$ cat config.mk
export PLATFORM = sky130hd
export DESIGN_NAME = contour_endpoint_scanline_crossing
export DESIGN_NICKNAME = d
export VERILOG_FILES = /design/src/rtl/core/cesc_pkg.sv /design/src/rtl/core/cesc_front.sv /design/src/rtl/core/cesc_fifo.sv /design/src/rtl/core/cesc_back.sv /design/src/rtl/core/contour_endpoint_scanline_crossing.sv
export SDC_FILE = /design/constraint.sdc
export NUM_CORES = 1
export LEC_CHECK = 0
export ABC_AREA = 1
export BUFFER_PORTS_ARGS = -buffer_cell sky130_fd_sc_hd__buf_4
export CAP_MARGIN = 20
export CORE_MARGIN = 1
export CORE_UTILIZATION = 35
export CTS_CLUSTER_SIZE = 30
export DETAILED_ROUTE_END_ITERATION = 10
export GPL_ROUTABILITY_DRIVEN = 0
export PLACE_DENSITY = 0.56
export SLEW_MARGIN = 25
export SYNTH_ARGS = -nofsm -noshare
export SYNTH_HDL_FRONTEND = slang
export SYNTH_HIERARCHICAL = 1
export SYNTH_SLANG_ARGS = --single-unit
$ cat constraint.sdc
create_clock -name i_clk -period 21.9 [get_ports i_clk]
set_clock_uncertainty 0.05 [all_clocks]
set_input_delay 6.57 -clock i_clk [delete_from_list [all_inputs] [get_ports i_clk]]
set_output_delay 6.57 -clock i_clk [all_outputs]
set_load 0.01 [all_outputs]
$ cat src/rtl/core/cesc_pkg.sv
// Shared types and constants of the contour endpoint scan line crossing block.
// No dependencies.
`default_nettype none

package cesc_pkg;

    // Default parameter values
    localparam int FRAC_BITS_DEF  = 6;
    localparam int COORD_BITS_DEF = 32;
    localparam int QUEUE_DEPTH    = 4;

    // Port field widths
    localparam int PT_W       = 32;
    localparam int SCAN_W     = 26;
    localparam int QUAD_W     = 3;
    localparam int IN_DATA_W  = 2 * PT_W;
    localparam int IN_USER_W  = 2;
    localparam int OUT_DATA_W = ((2 * SCAN_W + 7) / 8) * 8;
    localparam int OUT_USER_W = 2 + QUAD_W;

    localparam int SCAN_MAX = (1 <<< (SCAN_W - 1)) - 1;
    localparam int SCAN_MIN = -(1 <<< (SCAN_W - 1));

    // Configuration port
    localparam int CFG_AW = 1;
    localparam int CFG_DW = 6;
    localparam logic [CFG_AW-1:0] CFG_IDX_DROPOUT  = 1'b0;
    localparam logic [CFG_AW-1:0] CFG_IDX_FRACTION = 1'b1;
    localparam logic              CFG_DROPOUT_RST  = 1'b1;
    localparam logic [CFG_DW-1:0] CFG_FRACTION_RST = 6'd32;

    typedef struct packed {
        logic              dropout;
        logic [CFG_DW-1:0] fraction;
    } t_cfg;

    typedef enum logic [IN_USER_W-1:0] {
        OP_BEGIN = 2'd0,
        OP_POINT = 2'd1,
        OP_END   = 2'd2
    } t_op;

    // Event kinds, in emit order; also the bit positions of the event mask
    localparam int EV_N = 4;
    typedef enum logic [1:0] {
        EV_H_ON  = 2'd0,
        EV_H_OFF = 2'd1,
        EV_V_ON  = 2'd2,
        EV_V_OFF = 2'd3
    } t_ev;

    localparam logic [QUAD_W-1:0] Q_H_ON  = 3'd1;
    localparam logic [QUAD_W-1:0] Q_H_OFF = 3'd4;
    localparam logic [QUAD_W-1:0] Q_V_ON  = 3'd2;
    localparam logic [QUAD_W-1:0] Q_V_OFF = 3'd1;

    localparam logic AXIS_H   = 1'b0;
    localparam logic AXIS_V   = 1'b1;
    localparam logic EDGE_ON  = 1'b0;
    localparam logic EDGE_OFF = 1'b1;

endpackage

`default_nettype wire

$ cat src/rtl/core/cesc_front.sv
// Front end: accepts contour points, keeps the contour state and classifies
// each point into a mask of crossing events. Depends on cesc_pkg.
`default_nettype none

module cesc_front #(
    parameter int FRAC_BITS  = cesc_pkg::FRAC_BITS_DEF,
    parameter int COORD_BITS = cesc_pkg::COORD_BITS_DEF
) (
    input  wire                                 i_clk,
    input  wire                                 i_rst_n,
    input  wire  cesc_pkg::t_cfg                i_cfg,
    input  wire                                 i_valid,
    output logic                                o_ready,
    input  wire  [cesc_pkg::IN_USER_W-1:0]      i_op,
    input  wire  [cesc_pkg::PT_W-1:0]           i_point_x,
    input  wire  [cesc_pkg::PT_W-1:0]           i_point_y,
    input  wire                                 i_queue_full,
    output logic                                o_push,
    output logic [cesc_pkg::EV_N-1:0]           o_mask,
    output logic [COORD_BITS-1:0]               o_x,
    output logic [COORD_BITS-1:0]               o_y
);

    typedef logic signed [COORD_BITS-1:0] t_coord;

    // Crossing table written for the horizontal case; the vertical case maps
    // onto it by swapping axes and flipping the x sense. Returns {off, on}.
    function automatic logic [1:0] crossing(
        input logic p_gt, input logic p_lt,
        input logic a_gt, input logic a_lt,
        input logic b_gt, input logic b_lt,
        input logic c_gt, input logic c_lt
    );
        logic on_e;
        logic off_e;
        on_e  = 1'b0;
        off_e = 1'b0;
        if (p_gt) begin
            if (a_gt) on_e = 1'b1;
            else if (a_lt) begin
                on_e  = 1'b1;
                off_e = 1'b1;
            end else if (b_lt) on_e = 1'b1;
        end else if (p_lt) begin
            if (a_gt) begin
                on_e  = 1'b1;
                off_e = 1'b1;
            end else if (a_lt) off_e = 1'b1;
            else if (b_gt) off_e = 1'b1;
        end else begin
            if (a_gt) on_e = c_gt;
            else if (a_lt) off_e = c_lt;
            else if (b_gt && c_lt) off_e = 1'b1;
            else if (b_lt && c_gt) on_e = 1'b1;
        end
        return {off_e, on_e};
    endfunction

    t_coord r_older_x, r_older_y, r_recent_x, r_recent_y, r_saved_x, r_saved_y;
    logic   r_start;
    t_coord n_older_x, n_older_y, n_recent_x, n_recent_y, n_saved_x, n_saved_y;
    logic   n_start;

    t_coord                   px, py, nx, ny;
    logic [FRAC_BITS+5:0]     frac_ext;
    logic [FRAC_BITS-1:0]     frac;
    logic                     hon, von, same, run, accept;
    logic [1:0]               h_ev, v_ev;
    cesc_pkg::t_op            op;

    assign px       = $signed(i_point_x[COORD_BITS-1:0]);
    assign py       = $signed(i_point_y[COORD_BITS-1:0]);
    assign op       = cesc_pkg::t_op'(i_op);
    assign frac_ext = {{FRAC_BITS{1'b0}}, i_cfg.fraction};
    assign frac     = frac_ext[FRAC_BITS-1:0];

    assign hon  = (r_recent_y[FRAC_BITS-1:0] == frac);
    assign von  = i_cfg.dropout && (r_recent_x[FRAC_BITS-1:0] == frac);
    assign same = (hon || von) && (px == r_recent_x) && (py == r_recent_y);

    // End of contour closes against the point that followed the start
    assign nx = (op == cesc_pkg::OP_END) ? r_saved_x : px;
    assign ny = (op == cesc_pkg::OP_END) ? r_saved_y : py;

    assign h_ev = crossing(ny > r_recent_y, ny < r_recent_y,
                           r_recent_y > r_older_y, r_recent_y < r_older_y,
                           r_recent_x > r_older_x, r_recent_x < r_older_x,
                           nx > r_recent_x, nx < r_recent_x);
    assign v_ev = crossing(nx < r_recent_x, nx > r_recent_x,
                           r_recent_x < r_older_x, r_recent_x > r_older_x,
                           r_recent_y > r_older_y, r_recent_y < r_older_y,
                           ny > r_recent_y, ny < r_recent_y);

    assign run = !r_start &&
                 (((op == cesc_pkg::OP_POINT) && !same) || (op == cesc_pkg::OP_END));

    always_comb begin
        o_mask = '0;
        if (run) begin
            o_mask[cesc_pkg::EV_H_ON]  = h_ev[0] & hon;
            o_mask[cesc_pkg::EV_H_OFF] = h_ev[1] & hon;
            o_mask[cesc_pkg::EV_V_ON]  = v_ev[0] & von;
            o_mask[cesc_pkg::EV_V_OFF] = v_ev[1] & von;
        end
    end

    assign o_ready = !i_queue_full;
    assign accept  = i_valid && o_ready;
    assign o_push  = accept && (o_mask != '0);
    assign o_x     = r_recent_x;
    assign o_y     = r_recent_y;

    always_comb begin
        n_older_x  = r_older_x;
        n_older_y  = r_older_y;
        n_recent_x = r_recent_x;
        n_recent_y = r_recent_y;
        n_saved_x  = r_saved_x;
        n_saved_y  = r_saved_y;
        n_start    = r_start;
        if (accept) begin
            unique case (op)
                cesc_pkg::OP_BEGIN: begin
                    n_recent_x = px;
                    n_recent_y = py;
                    n_start    = 1'b1;
                end
                cesc_pkg::OP_POINT: begin
                    if (!same) begin
                        if (r_start && (hon || von)) begin
                            n_saved_x = px;
                            n_saved_y = py;
                        end
                        n_older_x  = r_recent_x;
                        n_older_y  = r_recent_y;
                        n_recent_x = px;
                        n_recent_y = py;
                        n_start    = 1'b0;
                    end
                end
                default: begin
                    // end of contour and unused codes leave the state alone
                end
            endcase
        end
    end

    always_ff @(posedge i_clk) begin
        if (!i_rst_n) begin
            r_older_x  <= '0;
            r_older_y  <= '0;
            r_recent_x <= '0;
            r_recent_y <= '0;
            r_saved_x  <= '0;
            r_saved_y  <= '0;
            r_start    <= 1'b1;
        end else begin
            r_older_x  <= n_older_x;
            r_older_y  <= n_older_y;
            r_recent_x <= n_recent_x;
            r_recent_y <= n_recent_y;
            r_saved_x  <= n_saved_x;
            r_saved_y  <= n_saved_y;
            r_start    <= n_start;
        end
    end

endmodule

`default_nettype wire

$ cat src/rtl/core/cesc_fifo.sv
// Short job queue between the front end and the back end.
// Depends on cesc_pkg only through the parameters handed down.
`default_nettype none

module cesc_fifo #(
    parameter int WIDTH = 8,
    parameter int DEPTH = 4
) (
    input  wire              i_clk,
    input  wire              i_rst_n,
    input  wire              i_push,
    input  wire  [WIDTH-1:0] i_data,
    input  wire              i_pop,
    output logic [WIDTH-1:0] o_data,
    output logic             o_empty,
    output logic             o_full
);

    localparam int PTR_W = (DEPTH > 1) ? $clog2(DEPTH) : 1;
    localparam int CNT_W = $clog2(DEPTH + 1);

    logic [WIDTH-1:0] r_mem [DEPTH];
    logic [PTR_W-1:0] r_wr_ptr, r_rd_ptr;
    logic [CNT_W-1:0] r_count;
    logic             do_push, do_pop;

    assign o_empty = (r_count == '0);
    assign o_full  = (r_count == CNT_W'(DEPTH));
    assign do_push = i_push && !o_full;
    assign do_pop  = i_pop && !o_empty;
    assign o_data  = r_mem[r_rd_ptr];

    always_ff @(posedge i_clk) begin
        if (do_push) r_mem[r_wr_ptr] <= i_data;
    end

    always_ff @(posedge i_clk) begin
        if (!i_rst_n) begin
            r_wr_ptr <= '0;
            r_rd_ptr <= '0;
            r_count  <= '0;
        end else begin
            if (do_push) begin
                r_wr_ptr <= (r_wr_ptr == PTR_W'(DEPTH - 1)) ? '0 : r_wr_ptr + 1'b1;
            end
            if (do_pop) begin
                r_rd_ptr <= (r_rd_ptr == PTR_W'(DEPTH - 1)) ? '0 : r_rd_ptr + 1'b1;
            end
            if (do_push && !do_pop) r_count <= r_count + 1'b1;
            else if (do_pop && !do_push) r_count <= r_count - 1'b1;
        end
    end

endmodule

`default_nettype wire

$ cat src/rtl/core/cesc_back.sv
// Back end: walks the event mask of each queued job, rounds the scan
// coordinates and drives the registered output stream. Depends on cesc_pkg.
`default_nettype none

module cesc_back #(
    parameter int FRAC_BITS  = cesc_pkg::FRAC_BITS_DEF,
    parameter int COORD_BITS = cesc_pkg::COORD_BITS_DEF
) (
    input  wire                                  i_clk,
    input  wire                                  i_rst_n,
    input  wire                                  i_empty,
    input  wire  [cesc_pkg::EV_N-1:0]            i_mask,
    input  wire  [COORD_BITS-1:0]                i_x,
    input  wire  [COORD_BITS-1:0]                i_y,
    output logic                                 o_pop,
    output logic                                 o_valid,
    input  wire                                  i_ready,
    output logic [cesc_pkg::OUT_DATA_W-1:0]      o_data,
    output logic [cesc_pkg::OUT_USER_W-1:0]      o_user,
    output logic                                 o_last
);

    localparam int SUM_W = COORD_BITS + 1;
    localparam int EXT_W = (SUM_W > cesc_pkg::SCAN_W) ? SUM_W : cesc_pkg::SCAN_W;

    typedef logic signed [COORD_BITS-1:0] t_coord;
    typedef logic signed [SUM_W-1:0]      t_sum;
    typedef logic signed [EXT_W-1:0]      t_ext;

    localparam int   HALF_I  = 1 << (FRAC_BITS - 1);
    localparam t_sum HALF    = t_sum'(HALF_I);
    localparam t_sum HALF_M1 = t_sum'(HALF_I - 1);
    localparam t_ext SAT_HI  = t_ext'(cesc_pkg::SCAN_MAX);
    localparam t_ext SAT_LO  = t_ext'(cesc_pkg::SCAN_MIN);

    // Floor of (v + a) / 2^FRAC_BITS at full precision, clamped to scan range
    function automatic logic [cesc_pkg::SCAN_W-1:0] round_sat(input t_coord v, input t_sum a);
        t_sum s;
        t_sum sh;
        t_ext e;
        s  = t_sum'(v) + a;
        sh = s >>> FRAC_BITS;
        e  = t_ext'(sh);
        if (e > SAT_HI) e = SAT_HI;
        else if (e < SAT_LO) e = SAT_LO;
        return e[cesc_pkg::SCAN_W-1:0];
    endfunction

    logic [cesc_pkg::EV_N-1:0]   r_mask;
    t_coord                      r_x, r_y;
    logic                        r_valid;
    logic [cesc_pkg::SCAN_W-1:0] r_scan_x, r_scan_y;
    logic [cesc_pkg::QUAD_W-1:0] r_quad;
    logic                        r_axis, r_edge, r_last;

    cesc_pkg::t_ev               ev;
    logic [cesc_pkg::EV_N-1:0]   pick, rest;
    logic                        have, adv, load;
    logic                        axis, edge_off;
    logic [cesc_pkg::QUAD_W-1:0] quad;
    t_sum                        add, add_x, add_y;

    // Lowest pending event bit first: horizontal before vertical, on before off
    always_comb begin
        if (r_mask[cesc_pkg::EV_H_ON])       ev = cesc_pkg::EV_H_ON;
        else if (r_mask[cesc_pkg::EV_H_OFF]) ev = cesc_pkg::EV_H_OFF;
        else if (r_mask[cesc_pkg::EV_V_ON])  ev = cesc_pkg::EV_V_ON;
        else                                 ev = cesc_pkg::EV_V_OFF;
    end

    always_comb begin
        unique case (ev)
            cesc_pkg::EV_H_ON:  begin
                axis = cesc_pkg::AXIS_H; edge_off = cesc_pkg::EDGE_ON;  quad = cesc_pkg::Q_H_ON;
            end
            cesc_pkg::EV_H_OFF: begin
                axis = cesc_pkg::AXIS_H; edge_off = cesc_pkg::EDGE_OFF; quad = cesc_pkg::Q_H_OFF;
            end
            cesc_pkg::EV_V_ON:  begin
                axis = cesc_pkg::AXIS_V; edge_off = cesc_pkg::EDGE_ON;  quad = cesc_pkg::Q_V_ON;
            end
            default:            begin
                axis = cesc_pkg::AXIS_V; edge_off = cesc_pkg::EDGE_OFF; quad = cesc_pkg::Q_V_OFF;
            end
        endcase
    end

    assign pick  = cesc_pkg::EV_N'(1) << ev;
    assign rest  = r_mask & ~pick;
    assign have  = (r_mask != '0);
    assign adv   = !r_valid || i_ready;
    assign load  = !have || (adv && (rest == '0));
    assign o_pop = load && !i_empty;

    // Round along the crossing axis, floor across it
    assign add   = (edge_off == cesc_pkg::EDGE_OFF) ? HALF : HALF_M1;
    assign add_x = (axis == cesc_pkg::AXIS_H) ? add : '0;
    assign add_y = (axis == cesc_pkg::AXIS_V) ? add : '0;

    always_ff @(posedge i_clk) begin
        if (!i_rst_n) begin
            r_mask  <= '0;
            r_valid <= 1'b0;
        end else begin
            if (load) r_mask <= i_empty ? '0 : i_mask;
            else if (adv) r_mask <= rest;
            if (adv) r_valid <= have;
        end
    end

    always_ff @(posedge i_clk) begin
        if (load && !i_empty) begin
            r_x <= $signed(i_x);
            r_y <= $signed(i_y);
        end
        if (adv && have) begin
            r_scan_x <= round_sat(r_x, add_x);
            r_scan_y <= round_sat(r_y, add_y);
            r_quad   <= quad;
            r_axis   <= axis;
            r_edge   <= edge_off;
            r_last   <= (rest == '0);
        end
    end

    assign o_valid = r_valid;
    assign o_data  = {{(cesc_pkg::OUT_DATA_W - 2 * cesc_pkg::SCAN_W){1'b0}}, r_scan_y, r_scan_x};
    assign o_user  = {r_quad, r_edge, r_axis};
    assign o_last  = r_last;

endmodule

`default_nettype wire

$ cat src/rtl/core/contour_endpoint_scanline_crossing.sv
// Top level of the contour endpoint scan line crossing block: configuration
// registers, front end, job queue and back end. Depends on cesc_pkg.
//
// Usage:
//   Slave stream: one contour point per transfer; tuser carries the operation
//   (begin, point, end), tdata the x and y coordinates in signed fixed point.
//   Master stream: one crossing event per transfer; tuser carries axis, edge
//   and quadrant, tdata the rounded scan x and y, tlast marks the final event
//   caused by one input point. Points that cause no event produce nothing.
//   Each event passes the job queue, the back end job register and the output
//   register. Throughput: a point can be taken every cycle while the job
//   queue has room; the back end drains one event per cycle while the
//   receiver is ready, and a point causes zero to four events.
//   When the receiver stalls, the output register holds its event, the back
//   end holds its job and the queue fills; tready falls only when the queue
//   is full. Reset clears the queue, the output valid and the contour state,
//   and loads dropout control on with scan line fraction one half.
//   Configuration writes take effect at the next edge; write them while idle.
`default_nettype none

module contour_endpoint_scanline_crossing #(
    parameter int FRAC_BITS  = cesc_pkg::FRAC_BITS_DEF,
    parameter int COORD_BITS = cesc_pkg::COORD_BITS_DEF
) (
    input  wire                                 i_clk,
    input  wire                                 i_rst_n,
    // slave stream
    input  wire                                 i_s_tvalid,
    output logic                                o_s_tready,
    input  wire  [cesc_pkg::IN_DATA_W-1:0]      i_s_tdata,   // point_x, point_y
    input  wire  [cesc_pkg::IN_USER_W-1:0]      i_s_tuser,   // operation
    // master stream
    output logic                                o_m_tvalid,
    input  wire                                 i_m_tready,
    output logic [cesc_pkg::OUT_DATA_W-1:0]     o_m_tdata,   // scan_x, scan_y, zero pad
    output logic [cesc_pkg::OUT_USER_W-1:0]     o_m_tuser,   // axis, edge_res, quadrant
    output logic                                o_m_tlast,
    // configuration writes
    input  wire                                 i_cfg_we,
    input  wire  [cesc_pkg::CFG_AW-1:0]         i_cfg_addr,
    input  wire  [cesc_pkg::CFG_DW-1:0]         i_cfg_wdata
);

    localparam int JOB_W = cesc_pkg::EV_N + 2 * COORD_BITS;

    cesc_pkg::t_cfg              r_cfg;

    logic                        push, pop, q_empty, q_full;
    logic [cesc_pkg::EV_N-1:0]   f_mask, b_mask;
    logic [COORD_BITS-1:0]       f_x, f_y, b_x, b_y;
    logic [JOB_W-1:0]            q_wdata, q_rdata;

    // Configuration registers
    always_ff @(posedge i_clk) begin
        if (!i_rst_n) begin
            r_cfg.dropout  <= cesc_pkg::CFG_DROPOUT_RST;
            r_cfg.fraction <= cesc_pkg::CFG_FRACTION_RST;
        end else if (i_cfg_we) begin
            unique case (i_cfg_addr)
                cesc_pkg::CFG_IDX_DROPOUT:  r_cfg.dropout  <= i_cfg_wdata[0];
                cesc_pkg::CFG_IDX_FRACTION: r_cfg.fraction <= i_cfg_wdata;
                default:                    r_cfg          <= r_cfg;
            endcase
        end
    end

    // Classify each point against the contour state
    cesc_front #(
        .FRAC_BITS  (FRAC_BITS),
        .COORD_BITS (COORD_BITS)
    ) u_front (
        .i_clk        (i_clk),
        .i_rst_n      (i_rst_n),
        .i_cfg        (r_cfg),
        .i_valid      (i_s_tvalid),
        .o_ready      (o_s_tready),
        .i_op         (i_s_tuser),
        .i_point_x    (i_s_tdata[cesc_pkg::PT_W-1:0]),
        .i_point_y    (i_s_tdata[cesc_pkg::IN_DATA_W-1:cesc_pkg::PT_W]),
        .i_queue_full (q_full),
        .o_push       (push),
        .o_mask       (f_mask),
        .o_x          (f_x),
        .o_y          (f_y)
    );

    // Queue jobs: event mask plus the point that the events sit on
    assign q_wdata = {f_mask, f_x, f_y};

    cesc_fifo #(
        .WIDTH (JOB_W),
        .DEPTH (cesc_pkg::QUEUE_DEPTH)
    ) u_fifo (
        .i_clk   (i_clk),
        .i_rst_n (i_rst_n),
        .i_push  (push),
        .i_data  (q_wdata),
        .i_pop   (pop),
        .o_data  (q_rdata),
        .o_empty (q_empty),
        .o_full  (q_full)
    );

    assign b_mask = q_rdata[JOB_W-1 -: cesc_pkg::EV_N];
    assign b_x    = q_rdata[2*COORD_BITS-1 -: COORD_BITS];
    assign b_y    = q_rdata[COORD_BITS-1:0];

    // Emit the events of each job one transfer at a time
    cesc_back #(
        .FRAC_BITS  (FRAC_BITS),
        .COORD_BITS (COORD_BITS)
    ) u_back (
        .i_clk   (i_clk),
        .i_rst_n (i_rst_n),
        .i_empty (q_empty),
        .i_mask  (b_mask),
        .i_x     (b_x),
        .i_y     (b_y),
        .o_pop   (pop),
        .o_valid (o_m_tvalid),
        .i_ready (i_m_tready),
        .o_data  (o_m_tdata),
        .o_user  (o_m_tuser),
        .o_last  (o_m_tlast)
    );

endmodule

`default_nettype wire

==> results of run 1 <==
per-stage QoR:
step                      setup slack [ns]  total power (µW)  instance area, µm²  cells
after floorplan                       9.40              1470               29400   3166
after global placement                9.28              1560               31200   4256
after detailed placement              9.36              1560               31200   4258
after CTS                             10.0              2710               33500   4386
after global routing                  9.53              2800               33500   4387
final                                10.04              2680               33500   4388
cell type report:
class,count,area [µm²]
clock inverters,40,329
well taps,1070,1340
diodes,1,2.50
flip-flops and latches,608,16100
clock buffers,88,1910
fillers,8151,49100
repair buffers,156,1220
multi-input cells,2065,11200
inverters,360,1360
how the worst min path moves through the flow:
stage / from / to / slack (ns) / depth (start not counted)
after detailed placement: u_front/r_saved_y[23] / u_front/r_saved_y[23] / 0.40 / 2
final: u_front/r_saved_y[9] / u_front/r_saved_y[9] / 0.41 / 2
after global routing: u_front/r_saved_y[5] / u_front/r_saved_y[5] / 0.43 / 2
after global placement: u_front/r_saved_y[10] / u_front/r_saved_y[10] / 0.40 / 2
after CTS: u_front/r_saved_y[23] / u_front/r_saved_y[23] / 0.41 / 2
after floorplan: r_cfg[6] / r_cfg[6] / 0.37 / 2
Yosys cell counts (29+ instances only):
cell type	n
sky130_fd_sc_hd__edfxtp_1	394
sky130_fd_sc_hd__nor2_1	364
sky130_fd_sc_hd__clkbuf_1	57
sky130_fd_sc_hd__inv_1	351
sky130_fd_sc_hd__o21ai_0	355
sky130_fd_sc_hd__nand3_1	90
sky130_fd_sc_hd__nand4_1	31
sky130_fd_sc_hd__ha_1	149
sky130_fd_sc_hd__a21oi_1	218
sky130_fd_sc_hd__o22ai_1	68
sky130_fd_sc_hd__nand2_1	565
sky130_fd_sc_hd__a211oi_2	29
sky130_fd_sc_hd__xor2_1	50
sky130_fd_sc_hd__dfxtp_1	214
layer usage:
layer	GRT usage [%]	wire, µm	up-vias
met5	0	0	-
met1	24.0	35400	9821
met2	26.8	32600	420
li1	-	-	10900
met4	4.34	1130	0
met3	2.56	3380	78
registers in the layout, summed over array words and instances (netlist names), 7 cells and up, named ones only:
signal	count
u_fifo/r_mem	272
u_back/r_x	32
u_back/r_y	32
u_front/o_x	32
u_front/o_y	32
u_front/r_older_x	32
u_front/r_older_y	32
u_front/r_saved_x	32
u_front/r_saved_y	32
u_back/r_scan_x	26
u_back/r_scan_y	26
r_cfg	7
where the power goes:
part           switching [µW]  internal [µW]
logic                     155           91.6
registers                36.3           1250
clock network             464            678
cells by family (layout without fill, tap and decap cells):
family | after synthesis | in the layout | share of synthesized area (%)
compound gates | 732 | 732 | 13.8
xor+xnor | 60 | 60 | 1.79
fa+ha+maj | 150 | 150 | 6.40
buf+inv | 493 | 644 | 7.29
flops | 608 | 608 | 54.8
other cells | 1 | 5 | 0.0127
simple gates | 1119 | 1119 | 15.9
layout by cell type (no fill, tap or decap), types with 2 or more instances in the layout:
master / n
sky130_fd_sc_hd__clkinv_2: 10
sky130_fd_sc_hd__a211oi_2: 29
sky130_fd_sc_hd__edfxtp_1: 394
sky130_fd_sc_hd__a21oi_1: 218
sky130_fd_sc_hd__nor2_4: 10
sky130_fd_sc_hd__o21ai_1: 24
sky130_fd_sc_hd__clkbuf_16: 74
sky130_fd_sc_hd__clkbuf_1: 13
sky130_fd_sc_hd__buf_16: 2
sky130_fd_sc_hd__o22ai_1: 68
sky130_fd_sc_hd__inv_1: 350
sky130_fd_sc_hd__nor2_1: 360
sky130_fd_sc_hd__inv_6: 4
sky130_fd_sc_hd__o21ai_0: 355
sky130_fd_sc_hd__clkinv_1: 19
sky130_fd_sc_hd__and2_1: 3
sky130_fd_sc_hd__o21bai_1: 2
sky130_fd_sc_hd__xnor2_1: 10
sky130_fd_sc_hd__nand4_4: 3
sky130_fd_sc_hd__inv_2: 9
sky130_fd_sc_hd__nand2_2: 10
sky130_fd_sc_hd__nand3_1: 90
sky130_fd_sc_hd__nor3_1: 19
sky130_fd_sc_hd__dfxtp_1: 212
sky130_fd_sc_hd__nand3_2: 3
sky130_fd_sc_hd__ha_1: 149
sky130_fd_sc_hd__nand3b_1: 12
sky130_fd_sc_hd__xor2_1: 50
sky130_fd_sc_hd__nand2_1: 564
sky130_fd_sc_hd__nor2_2: 3
sky130_fd_sc_hd__o21a_1: 7
sky130_fd_sc_hd__conb_1: 4
sky130_fd_sc_hd__a211oi_1: 20
sky130_fd_sc_hd__a21o_1: 4
sky130_fd_sc_hd__clkinvlp_4: 2
sky130_fd_sc_hd__nand4_1: 31
sky130_fd_sc_hd__buf_4: 153
sky130_fd_sc_hd__nor3_2: 2
sky130_fd_sc_hd__bufinv_16: 5
worst max-delay path: stages:
cell	delay, ns
sky130_fd_sc_hd__buf_4	0.08
sky130_fd_sc_hd__inv_1	0.10
sky130_fd_sc_hd__nand2_4	0.34
sky130_fd_sc_hd__buf_4	0.65
sky130_fd_sc_hd__o21ai_0	0.17
sky130_fd_sc_hd__ha_1	0.39
sky130_fd_sc_hd__nand2_1	0.11
sky130_fd_sc_hd__nor2_1	0.16
sky130_fd_sc_hd__nand2_1	0.10
sky130_fd_sc_hd__nor4_1	0.47
sky130_fd_sc_hd__nand2_1	0.20
sky130_fd_sc_hd__nand2_1	0.12
sky130_fd_sc_hd__nand2_1	0.07
sky130_fd_sc_hd__nand2_1	0.08
sky130_fd_sc_hd__nand2_1	0.07
sky130_fd_sc_hd__nand2_1	0.06
sky130_fd_sc_hd__nand2_1	0.05
sky130_fd_sc_hd__nand2_1	0.05
sky130_fd_sc_hd__nand2_1	0.07
sky130_fd_sc_hd__nand2_1	0.06
sky130_fd_sc_hd__nor2_1	0.04
sky130_fd_sc_hd__nor2_1	0.16
sky130_fd_sc_hd__nand2_1	0.32
sky130_fd_sc_hd__nor2_4	0.72
sky130_fd_sc_hd__buf_4	0.68
==> Implementation_results.wiki, run 1 <==
{| class="wikitable"
! Metric !! Value
|-
| Status || complete, no violations
|-
| RSZ-0062 raised after global routing || no
|-
| Routed WL || around 73000 µm
|-
| Count of routing violations after the opening detailed-route iteration || about 1300
|-
| Setup crit end || u_fifo/r_mem[1][13]
|-
| Endpoint kind of the worst setup timing path || flip-flop
|-
| Count of endpoints failing hold in the final timing report || 0
|-
| Number of maximum-capacitance violations || 0
|-
| Tightest Pin Transition || a little over 1 ns
|-
| Count of synthesis-stage warnings from yosys || 6
|-
| Prevailing post-synth register cell || sky130_fd_sc_hd__edfxtp_1
|-
| Die Height || between 200 and 300 µm
|-
| CP required || 22.08 ns
|-
| TritonCTS clock tree || yes
|-
| Post-route DRC || 0
|-
| CTS max path bufs || 3
|-
| Power density of the placed cells || approximately 80 mW/mm²
|-
| Layout cells sized above 1 || between 10% and 20%
|-
| Distinct cell type count after synthesis || 51
|-
| Max H-tree Level || 3
|-
| Number of hold-repair buffers added at the cts stage || 0
|-
| Post-Syn Area || between 0.02 and 0.03 mm²
|-
| Clock transition at the registers of the reported paths || approximately 0.060 ns
|-
| Mean instance size in the synthesized netlist || 9.30 µm²
|-
| Post-layout nets || around 3500
|-
| Synth top area cells || sky130_fd_sc_hd__edfxtp_1 (40%), sky130_fd_sc_hd__dfxtp_1 (15%), sky130_fd_sc_hd__nand2_1 (7.2%)
|-
| Total negative slack for setup checks || 0 ns
|-
| Number of gates resized after cts || 0
|-
| Area of the die || between 0.08 and 0.09 mm²
|-
| Endpoints failing setup || 0
|-
| Flop-to-flop setup slack || around 17 ns
|-
| Leakage power || about 0.013 µW
|-
| Root buffer cell || sky130_fd_sc_hd__clkbuf_16
|-
| Library cell occupying the most area in the post-synthesis netlist || sky130_fd_sc_hd__edfxtp_1
|-
| Worst ir drop on vdd || about 0.047 mV
|-
| Synth top area share || between 40 and 50%
|-
| Number of input and output port buffers inserted || 137
|-
| CP Max Fanout || between 80 and 90
|-
| Fmax || ~0.084 GHz
|-
| Post-Syn Instances || roughly 3200
|-
| FF-to-FF Start || u_front/o_x[31]
|-
| Area overhead of the layout relative to synthesis || 13.9%
|-
| All-layer global routing usage || 16.9%
|-
| Number of buffers inserted to repair setup after CTS || 0
|-
| Period utilisation layout || between 50% and 60%
|-
| Count of flip-flops with a built-in enable after synthesis || between 300 and 400
|-
| Largest net degree at the start of global routing || between 100 and 150
|-
| Number of antenna violations at the first check in global routing || 1
|-
| Startpoint kind of the worst setup timing path || primary input
|-
| Std cell rows || ~110
|-
| Number of cell instances on the worst register-to-register path || 21
|-
| Congestion Overflow GR || 0
|-
| Arrival time worst endpoint || approximately 12 ns
|-
| Half-perimeter wire length of the detailed placement result || between 40000 and 50000 µm
|-
| Number of search-and-repair iterations in the first detailed-routing pass || 5
|-
| Asr flop ratio synth || 0%
|-
| Number of slew-limit violations in the final report || 0
|-
| Sequential element share of the synthesized area || a little over half
|-
| Final core area utilization || a little over 40%
|-
| Average vias per placed instance || just under 5
|-
| WHS || just over 0.4 ns
|-
| Critical path class || in2reg
|-
| Die width || 292 µm
|-
| Total CTS buffers || between 60 and 70
|-
| First-pass GRT wire length || roughly 110000 µm
|-
| Capture instance of the worst register-to-register path || u_fifo/r_mem[1][13]
|-
| Routed len/inst || around 17 µm
|-
| Final Critical Period || roughly 12 ns
|-
| Clk sinks || 608
|-
| Via count of the routed design || approximately 21000
|-
| Flip-flop and latch count after synthesis || ~600
|-
| Top-Level Pins || roughly 140
|-
| Slew HR || between 30% and 40%
|-
| HP Class || reg2reg
|-
| Initial Utilization || a little over a third
|-
| Area inside the core boundary || roughly 0.083 mm²
|-
| Routed Antenna Nets || 0
|-
| Insertion delay to the later sink of the worst-skew pair || about 0.60 ns
|-
| Worst setup path startpoint || i_s_tuser[0]
|-
| Via count of the first global-routing pass || just over 20000
|}
No activity file was read; power rests on OpenSTA's default activity.
==> run 2, diff against run 1 <==
--- a/config.mk
+++ b/config.mk
@@ -5,7 +5,7 @@
 export SDC_FILE = /design/constraint.sdc
 export NUM_CORES = 1
 export LEC_CHECK = 0
-export ABC_AREA = 1
+export ABC_AREA = 0
 export BUFFER_PORTS_ARGS = -buffer_cell sky130_fd_sc_hd__buf_4
 export CAP_MARGIN = 20
 export CORE_MARGIN = 1
@@ -13,7 +13,7 @@
 export CTS_CLUSTER_SIZE = 30
 export DETAILED_ROUTE_END_ITERATION = 10
 export GPL_ROUTABILITY_DRIVEN = 0
-export PLACE_DENSITY = 0.56
+export PLACE_DENSITY = 0.58
 export SLEW_MARGIN = 25
 export SYNTH_ARGS = -nofsm -noshare
 export SYNTH_HDL_FRONTEND = slang
==> constraint.sdc (replaced) <==
create_clock -name i_clk -period 10.09 [get_ports i_clk]
set_clock_uncertainty 0.05 [all_clocks]
set_input_delay 3.027 -clock i_clk [delete_from_list [all_inputs] [get_ports i_clk]]
set_output_delay 3.027 -clock i_clk [all_outputs]
set_load 0.01 [all_outputs]
==> run 2 against run 1 <==
Synthesized cell count is 26% lower; area after synthesis down 3.5%; total power up 120%; wire length fell by 2.0%; sequential cell count did not move; sequential power rose by 120%; cell count decreased by 18%; first-iteration DRC count up 7.9%; hold slack worse by 0.0073 ns; clock power rose by 120%; clock-buffer cell count down 3; critical endpoint is now u_fifo/r_mem[0][12].
==> Implementation_results.wiki, run 2 <==
{| class="wikitable"
! Metric !! Value
|-
| Count of synthesis-stage warnings from yosys || 6 (unchanged)
|-
| Total CTS buffers || 66 (-4.3%)
|-
| Number of maximum-capacitance violations || 0 (unchanged)
|-
| Fmax || around 0.12 GHz
|-
| Routed len/inst || 19.8 µm (+20%)
|-
| Post-layout nets || 2702 (-23%)
|-
| Area occupied by multi-input gates || 0.0112 mm² (-0.47%)
|-
| All-layer global routing usage || 17.3% (+0.39 points)
|-
| Synth top area share || 41.7% (+1.5 points)
|-
| Area inside the core boundary || 0.0804 mm² (-2.7%)
|-
| Register ranked first by flip-flop count || u_fifo/r_mem
|-
| Via count of the first global-routing pass || 18500 (-8.0%)
|-
| Die Height || 287 µm (-1.8%)
|-
| Top-Level Pins || 142 (unchanged)
|-
| Most common cell in the netlist || sky130_fd_sc_hd__edfxtp_1
|-
| Period utilisation layout || between 80% and 90%
|-
| Layout cells sized above 1 || 17.1% (+7.1 points)
|-
| Number of buffers inserted to repair setup after CTS || 0 (unchanged)
|-
| Met1 track utilization from global routing || 23.0% (-0.99 points)
|-
| Diode count || 0 (-1)
|-
| Area overhead of the layout relative to synthesis || 15.2%
|-
| Number of input and output port buffers inserted || 137 (unchanged)
|-
| Mean instance size in the synthesized netlist || 12.1 µm² (+30%)
|-
| Worst ir drop on vdd || 0.107 mV (+130%)
|-
| Root buffer cell || sky130_fd_sc_hd__clkbuf_16
|-
| Synth top area cells || sky130_fd_sc_hd__edfxtp_1 (42%), sky130_fd_sc_hd__dfxtp_1 (15%), sky130_fd_sc_hd__ha_1 (6.6%)
|-
| Post-detailed-placement cell area || 0.0304 mm² (-2.7%)
|-
| Leakage power || 0.0116 µW (-13%)
|-
| Count of routing violations after the opening detailed-route iteration || 1373 (+7.9%)
|-
| Number of hold-repair buffers added at the cts stage || 0 (unchanged)
|-
| Most common cell after layout, fill and taps aside || sky130_fd_sc_hd__edfxtp_1
|-
| Most common library cells after synthesis || sky130_fd_sc_hd__edfxtp_1 (394), sky130_fd_sc_hd__nand2_1 (224), sky130_fd_sc_hd__dfxtp_1 (214)
|-
| Register area || 0.0161 mm² (unchanged)
|-
| Highest-count cells in the layout ignoring fill and taps || sky130_fd_sc_hd__edfxtp_1 (394), sky130_fd_sc_hd__nand2_1 (222), sky130_fd_sc_hd__dfxtp_1 (212), sky130_fd_sc_hd__a21oi_1 (186), sky130_fd_sc_hd__buf_4 (155)
|-
| CTS max path bufs || 3 (unchanged)
|-
| Max H-tree Level || 3 (unchanged)
|-
| WHS || 0.400 ns (-0.00731 ns)
|-
| Slew HR || 29.6% (-2.3 points)
|-
| Post-Syn Area || 0.0284 mm² (-3.5%)
|-
| Met3 Resource Use GR || 2.75% (+0.19 points)
|-
| Clk sinks || 608 (unchanged)
|-
| Final Critical Period || roughly 8.3 ns
|-
| Asr flop ratio synth || 0% (unchanged)
|-
| Area of all placed cells without fillers || 0.0327 mm² (-2.4%)
|-
| Library cell occupying the most area in the post-synthesis netlist || sky130_fd_sc_hd__edfxtp_1
|-
| Die width || 287 µm (-1.8%)
|-
| Most utilized layer in the global route result || met2
|-
| Fill cell total of the finished layout || 7486 (-8.2%)
|-
| Count of flip-flops with a built-in enable after synthesis || 394 (unchanged)
|-
| Routed WL || 71100 µm (-2.0%)
|-
| Insertion delay to the later sink of the worst-skew pair || 0.60 ns (about the same)
|-
| Post-Syn Instances || 2353 (-26%)
|-
| TritonCTS clock tree || yes
|-
| Average vias per placed instance || 5.12 (+5.7%)
|-
| Number of gates resized after cts || 0 (unchanged)
|-
| Status || complete, no violations
|-
| Critical path class || in2reg
|-
| Endpoints failing setup || 0 (unchanged)
|-
| Area of the die || 0.0822 mm² (-3.5%)
|-
| Half-perimeter wire length of the detailed placement result || 50900 µm (+3.3%)
|-
| Flip-flop and latch count after synthesis || 608 (unchanged)
|-
| Prevailing post-synth register cell || sky130_fd_sc_hd__edfxtp_1
|-
| Placed insts || 3466 (-19%)
|-
| Congestion Overflow GR || 0 (unchanged)
|-
| Met2 layer usage reported by global route || 27.3% (+0.49 points)
|-
| RSZ-0062 raised after global routing || no
|-
| Startpoint kind of the worst setup timing path || primary input
|-
| Largest net degree at the start of global routing || 87 (-36%)
|-
| Final std cells w/o fill || 3586 (-18%)
|-
| Initial Utilization || 35.3% (-0.31 points)
|-
| Number of slew-limit violations in the final report || 0 (unchanged)
|-
| Number of search-and-repair iterations in the first detailed-routing pass || 5 (unchanged)
|-
| Worst slack at placement || 1.23 ns (-8.12 ns)
|-
| Flip-flop count of the largest register after layout || 272 (unchanged)
|-
| First-pass GRT wire length || 109000 µm (-4.1%)
|-
| Total negative slack for setup checks || 0 ns (unchanged)
|-
| Worst Setup Slack, final || 1.77 ns (-8.27 ns)
|-
| Post-route DRC || 0 (unchanged)
|-
| Distinct cell type count after synthesis || 88 (+73%)
|-
| CP Max Fanout || 37 (-56%)
|-
| Arrival time worst endpoint || 8.55 ns (-3.49 ns)
|-
| CP required || 10.32 ns (-11.76 ns)
|-
| Via count of the routed design || 18400 (-14%)
|-
| Clock transition at the registers of the reported paths || 0.06 ns (about the same)
|-
| HP Class || reg2reg
|-
| Sequential element share of the synthesized area || 56.8% (+2.0 points)
|-
| Routed Antenna Nets || 0 (unchanged)
|-
| Endpoint kind of the worst setup timing path || flip-flop
|-
| Number of antenna violations at the first check in global routing || 4 (+3)
|-
| Count of endpoints failing hold in the final timing report || 0 (unchanged)
|-
| Tightest Pin Transition || 1.06 ns (+0.0338 ns)
|-
| Std cell rows || 104 (-0.95%)
|-
| Power density of the placed cells || 178 mW/mm² (+120%)
|}
==> run 2: cell count changes after synthesis, sizes merged, moves of 42 or more <==
cell	previous run	this run
a211oi	49	7
a21boi	0	71
inv	360	150
mux2	0	65
mux4	0	68
nand2	575	224
nand3	94	31
nor2	374	148
nor2b	0	129
o21ai	381	49
o22ai	68	1
==> run 2: cell type report <==
cell class | count | area share, %
clock inverter | 35 | 1.36
sequential | 608 | 49.3
multi-input combinational | 1490 | 34.2
tap | 1060 | 4.05
inverter | 150 | 1.72
clock buffer | 85 | 5.65
timing repair buffer | 158 | 3.74
==> run 2: power breakdown <==
part	internal, µW	switching, µW	total (µW)
registers	2710	71.7	2780
logic	206	305	512
clock network	1550	985	2540
total	4470	1360	5830
==> run 2: final timing paths <==
path                              start  slack, ns                    end  cells after the start
setup / recovery           i_s_tuser[0]       1.77    u_fifo/r_mem[0][12]                     17
hold / removal    u_front/r_saved_x[19]       0.40  u_front/r_saved_x[19]                      2
setup reg to reg         u_front/o_x[5]       4.76    u_fifo/r_mem[0][12]                     14
hold reg to reg   u_front/r_saved_x[19]       0.40  u_front/r_saved_x[19]                      2
==> run 2: cells by family after synthesis <==
family | after synthesis | share of synthesized area [%]
adders and majority gates | 150 | 6.64
xor gates and xnor gates | 101 | 3.12
other | 1 | 0.0132
DFF | 608 | 56.8
buffers and inverters | 258 | 3.98
and+or+nand+nor | 683 | 11.9
muxes | 140 | 8.27
AOI/OAI and AO/OA | 412 | 9.26
==> run 2: critical path, cell delays in order <==
cell                      delay (ns)
sky130_fd_sc_hd__buf_4          0.08
sky130_fd_sc_hd__inv_1          0.07
sky130_fd_sc_hd__nand2_2        0.63
sky130_fd_sc_hd__buf_12         0.31
sky130_fd_sc_hd__mux2_2         0.38
sky130_fd_sc_hd__ha_1           0.29
sky130_fd_sc_hd__a21oi_1        0.16
sky130_fd_sc_hd__o21ai_1        0.09
sky130_fd_sc_hd__a221o_1        0.34
sky130_fd_sc_hd__o311a_1        0.37
sky130_fd_sc_hd__o22a_1         0.29
sky130_fd_sc_hd__o21ai_0        0.18
sky130_fd_sc_hd__nor3b_1        0.52
sky130_fd_sc_hd__o41a_1         0.22
sky130_fd_sc_hd__nor2b_1        0.41
sky130_fd_sc_hd__and2_2         0.84
sky130_fd_sc_hd__buf_12         0.29
==> run 2: stage by stage <==
step                      total power (µW)  util, %
after floorplan                       3130        -
after global placement                3330     37.8
after detailed placement              3340     37.8
after CTS                             5880     40.7
after global routing                  6040     40.7
final                                 5830     40.7
==> run 2: metal layers <==
metal  vias to the layer above  part of all wire, %
met4                         2                  4.5
met2                       438                   46
met3                       128                  4.9
met5                         -                0.018
li1                       8732                    -
met1                      9052                   45
==> run 3, diff against run 2 <==
--- a/config.mk
+++ b/config.mk
@@ -5,7 +5,7 @@
 export SDC_FILE = /design/constraint.sdc
 export NUM_CORES = 1
 export LEC_CHECK = 0
-export ABC_AREA = 0
+export ABC_AREA = 1
 export BUFFER_PORTS_ARGS = -buffer_cell sky130_fd_sc_hd__buf_4
 export CAP_MARGIN = 20
 export CORE_MARGIN = 1
==> constraint.sdc (replaced) <==
create_clock -name i_clk -period 6.8 [get_ports i_clk]
set_clock_uncertainty 0.05 [all_clocks]
set_input_delay 2.04 -clock i_clk [delete_from_list [all_inputs] [get_ports i_clk]]
set_output_delay 2.04 -clock i_clk [all_outputs]
set_load 0.01 [all_outputs]
==> run 3 against run 2 <==
First-iteration DRC count down 3.4%; sequential share of layout area down 1.3 points; die area up 3.6%; final area up 2.8%; clock power up 45%; worst setup slack got worse by 0.66 ns; total power increased by 48%; via count increased by 16%; clock-buffer cell count decreased by 3; cell count increased by 22%; register-to-register slack worse by 2.2 ns; highest routed layer unchanged.
==> Implementation_results.wiki, run 3 (synthesized netlist as in run 1, its figures left out) <==
{| class="wikitable"
! Metric !! Value
|-
| Highest-count cells in the layout ignoring fill and taps || sky130_fd_sc_hd__nand2_1 (564), sky130_fd_sc_hd__edfxtp_1 (394), sky130_fd_sc_hd__nor2_1 (360), sky130_fd_sc_hd__o21ai_0 (355), sky130_fd_sc_hd__inv_1 (350)
|-
| Std cell rows || 105 (+0.96%)
|-
| All-layer global routing usage || 16.7% (-0.56 points)
|-
| Largest net degree at the start of global routing || 137 (+57%)
|-
| Critical path class || in2reg
|-
| Slew HR || 35.9% (+6.4 points)
|-
| Met2 layer usage reported by global route || 26.7% (-0.60 points)
|-
| Final Critical Period || about 5.7 ns
|-
| Area overhead of the layout relative to synthesis || 14.2%
|-
| Period utilisation layout || about 84%
|-
| Number of search-and-repair iterations in the first detailed-routing pass || 5 (unchanged)
|-
| Insertion delay to the later sink of the worst-skew pair || 0.61 ns (about the same)
|-
| Endpoint kind of the worst setup timing path || flip-flop
|-
| Initial Utilization || 35.6% (+0.31 points)
|-
| Die width || 292 µm (+1.8%)
|-
| Layout cells sized above 1 || 10.4% (-6.6 points)
|-
| Arrival time worst endpoint || 6.15 ns (-2.40 ns)
|-
| Number of maximum-capacitance violations || 0 (unchanged)
|-
| CTS max path bufs || 3 (unchanged)
|-
| Number of input and output port buffers inserted || 137 (unchanged)
|-
| Register ranked first by flip-flop count || u_fifo/r_mem
|-
| Total CTS buffers || 66 (unchanged)
|-
| Worst slack at placement || 0.519 ns (-0.714 ns)
|-
| Most utilized layer in the global route result || met2
|-
| Fmax || 0.176 GHz
|-
| Number of hold-repair buffers added at the cts stage || 0 (unchanged)
|-
| Number of slew-limit violations in the final report || 0 (unchanged)
|-
| Cell type of the slowest stage on the worst timing path || sky130_fd_sc_hd__nor4_1
|-
| Clock transition at the registers of the reported paths || 0.06 ns (about the same)
|-
| Via count of the first global-routing pass || 20200 (+9.2%)
|-
| Count of endpoints failing hold in the final timing report || 0 (unchanged)
|-
| Congestion Overflow GR || 0 (unchanged)
|-
| Max H-tree Level || 3 (unchanged)
|-
| Total negative slack for setup checks || 0 ns (unchanged)
|-
| Clk sinks || 608 (unchanged)
|-
| Startpoint kind of the worst setup timing path || primary input
|-
| Via count of the routed design || 21300 (+16%)
|-
| Diode count || 0 (unchanged)
|-
| Top-Level Pins || 142 (unchanged)
|-
| TritonCTS clock tree || yes
|-
| Leakage power || 0.0134 µW (+15%)
|-
| Post-route DRC || 0 (unchanged)
|-
| Area of all placed cells without fillers || 0.0336 mm² (+2.8%)
|-
| Most common cell after layout, fill and taps aside || sky130_fd_sc_hd__nand2_1
|-
| Met1 track utilization from global routing || 23.2% (+0.23 points)
|-
| Number of antenna violations at the first check in global routing || 1 (-3)
|-
| Half-perimeter wire length of the detailed placement result || 49200 µm (-3.4%)
|-
| CP required || 7.25 ns (-3.07 ns)
|-
| Average vias per placed instance || 4.85 (-5.1%)
|-
| Area of the die || 0.0852 mm² (+3.6%)
|-
| Status || complete, no violations
|-
| CP Max Fanout || 24 (-35%)
|-
| Area inside the core boundary || 0.0826 mm² (+2.8%)
|-
| Post-detailed-placement cell area || 0.0313 mm² (+3.0%)
|-
| Met3 Resource Use GR || 2.76% (+0.017 points)
|-
| Worst path most repeated cell || sky130_fd_sc_hd__nand2_1
|-
| Endpoints failing setup || 0 (unchanged)
|-
| Fill cell total of the finished layout || 8091 (+8.1%)
|-
| Routed Antenna Nets || 0 (unchanged)
|-
| Worst ir drop on vdd || 0.190 mV (+78%)
|-
| Count of routing violations after the opening detailed-route iteration || 1327 (-3.4%)
|-
| Power density of the placed cells || 257 mW/mm² (+44%)
|-
| Root buffer cell || sky130_fd_sc_hd__clkbuf_16
|-
| Number of buffers inserted to repair setup after CTS || 0 (unchanged)
|-
| First-pass GRT wire length || 113000 µm (+3.4%)
|-
| RSZ-0062 raised after global routing || no
|-
| Tightest Pin Transition || 0.961 ns (-0.0956 ns)
|-
| Largest stage delay on the critical path || 0.50 ns (-0.34 ns)
|-
| Die Height || 292 µm (+1.8%)
|-
| Post-layout nets || 3494 (+29%)
|-
| Worst Setup Slack, final || 1.11 ns (-0.664 ns)
|-
| Routed WL || 71500 µm (+0.52%)
|-
| Number of gates resized after cts || 0 (unchanged)
|-
| Routed len/inst || 16.3 µm (-18%)
|-
| WHS || 0.410 ns (+0.0101 ns)
|-
| HP Class || reg2reg
|-
| Flip-flop count of the largest register after layout || 272 (unchanged)
|}
-- run 3: cell count changes in the layout (fill, tap and decap cells not counted), moves of 68 or more --
cell	delta
sky130_fd_sc_hd__inv_1	+200
sky130_fd_sc_hd__mux4_2	-68
sky130_fd_sc_hd__nor2_1	+216
sky130_fd_sc_hd__o21ai_0	+328
sky130_fd_sc_hd__nand2_1	+342
sky130_fd_sc_hd__nor2b_1	-129
-- run 3: power breakdown --
part	leakage, µW	switching [µW]	internal [µW]	total (µW)
registers	0.00534	115	4040	4150
clock network	0.00108	1470	2210	3680
logic	0.00696	496	301	796
-- run 3: stage by stage --
stage	std cells	utilization [%]	total power [µW]
3_3_place_gp	4266	37.9	5020
5_1_grt	4387	40.7	9010
4_1_cts	4385	40.6	8730
6_report	4387	40.7	8630
2_1_floorplan	3166	-	4730
3_5_place_dp	4266	37.9	5030
-- run 3: cell type report --
cell class | count | area [µm²] | share of cell area (%)
tap | 1070 | 1340 | 3.98
inverter | 360 | 1360 | 4.03
timing repair buffer | 165 | 1350 | 4.00
clock inverter | 37 | 434 | 1.29
clock buffer | 82 | 1790 | 5.31
multi-input combinational | 2065 | 11200 | 33.4
sequential | 608 | 16100 | 48.0
-- run 3: layer usage --
layer	up-vias	wire (µm)
met5	-	9
met4	2	1430
met3	89	3210
met2	382	32100
met1	9893	34700
li1	10900	-
-- run 3: worst paths after layout --
check / end / cells past startpoint / slack (ns) / start
setup / recovery: u_fifo/r_count[2] / 33 / 1.11 / i_s_tuser[0]
hold / removal: u_front/r_saved_y[25] / 2 / 0.41 / u_front/r_saved_y[25]
setup reg to reg: u_fifo/r_count[2] / 29 / 2.56 / u_front/o_x[31]
hold reg to reg: u_front/r_saved_y[25] / 2 / 0.41 / u_front/r_saved_y[25]
-- run 3: worst max-delay path: cells and delay by family --
kind            cells  cell delay, ns
simple gates       23            2.49
fa+ha+maj           3            0.94
compound gates      1            0.11
buf+inv             6            0.55
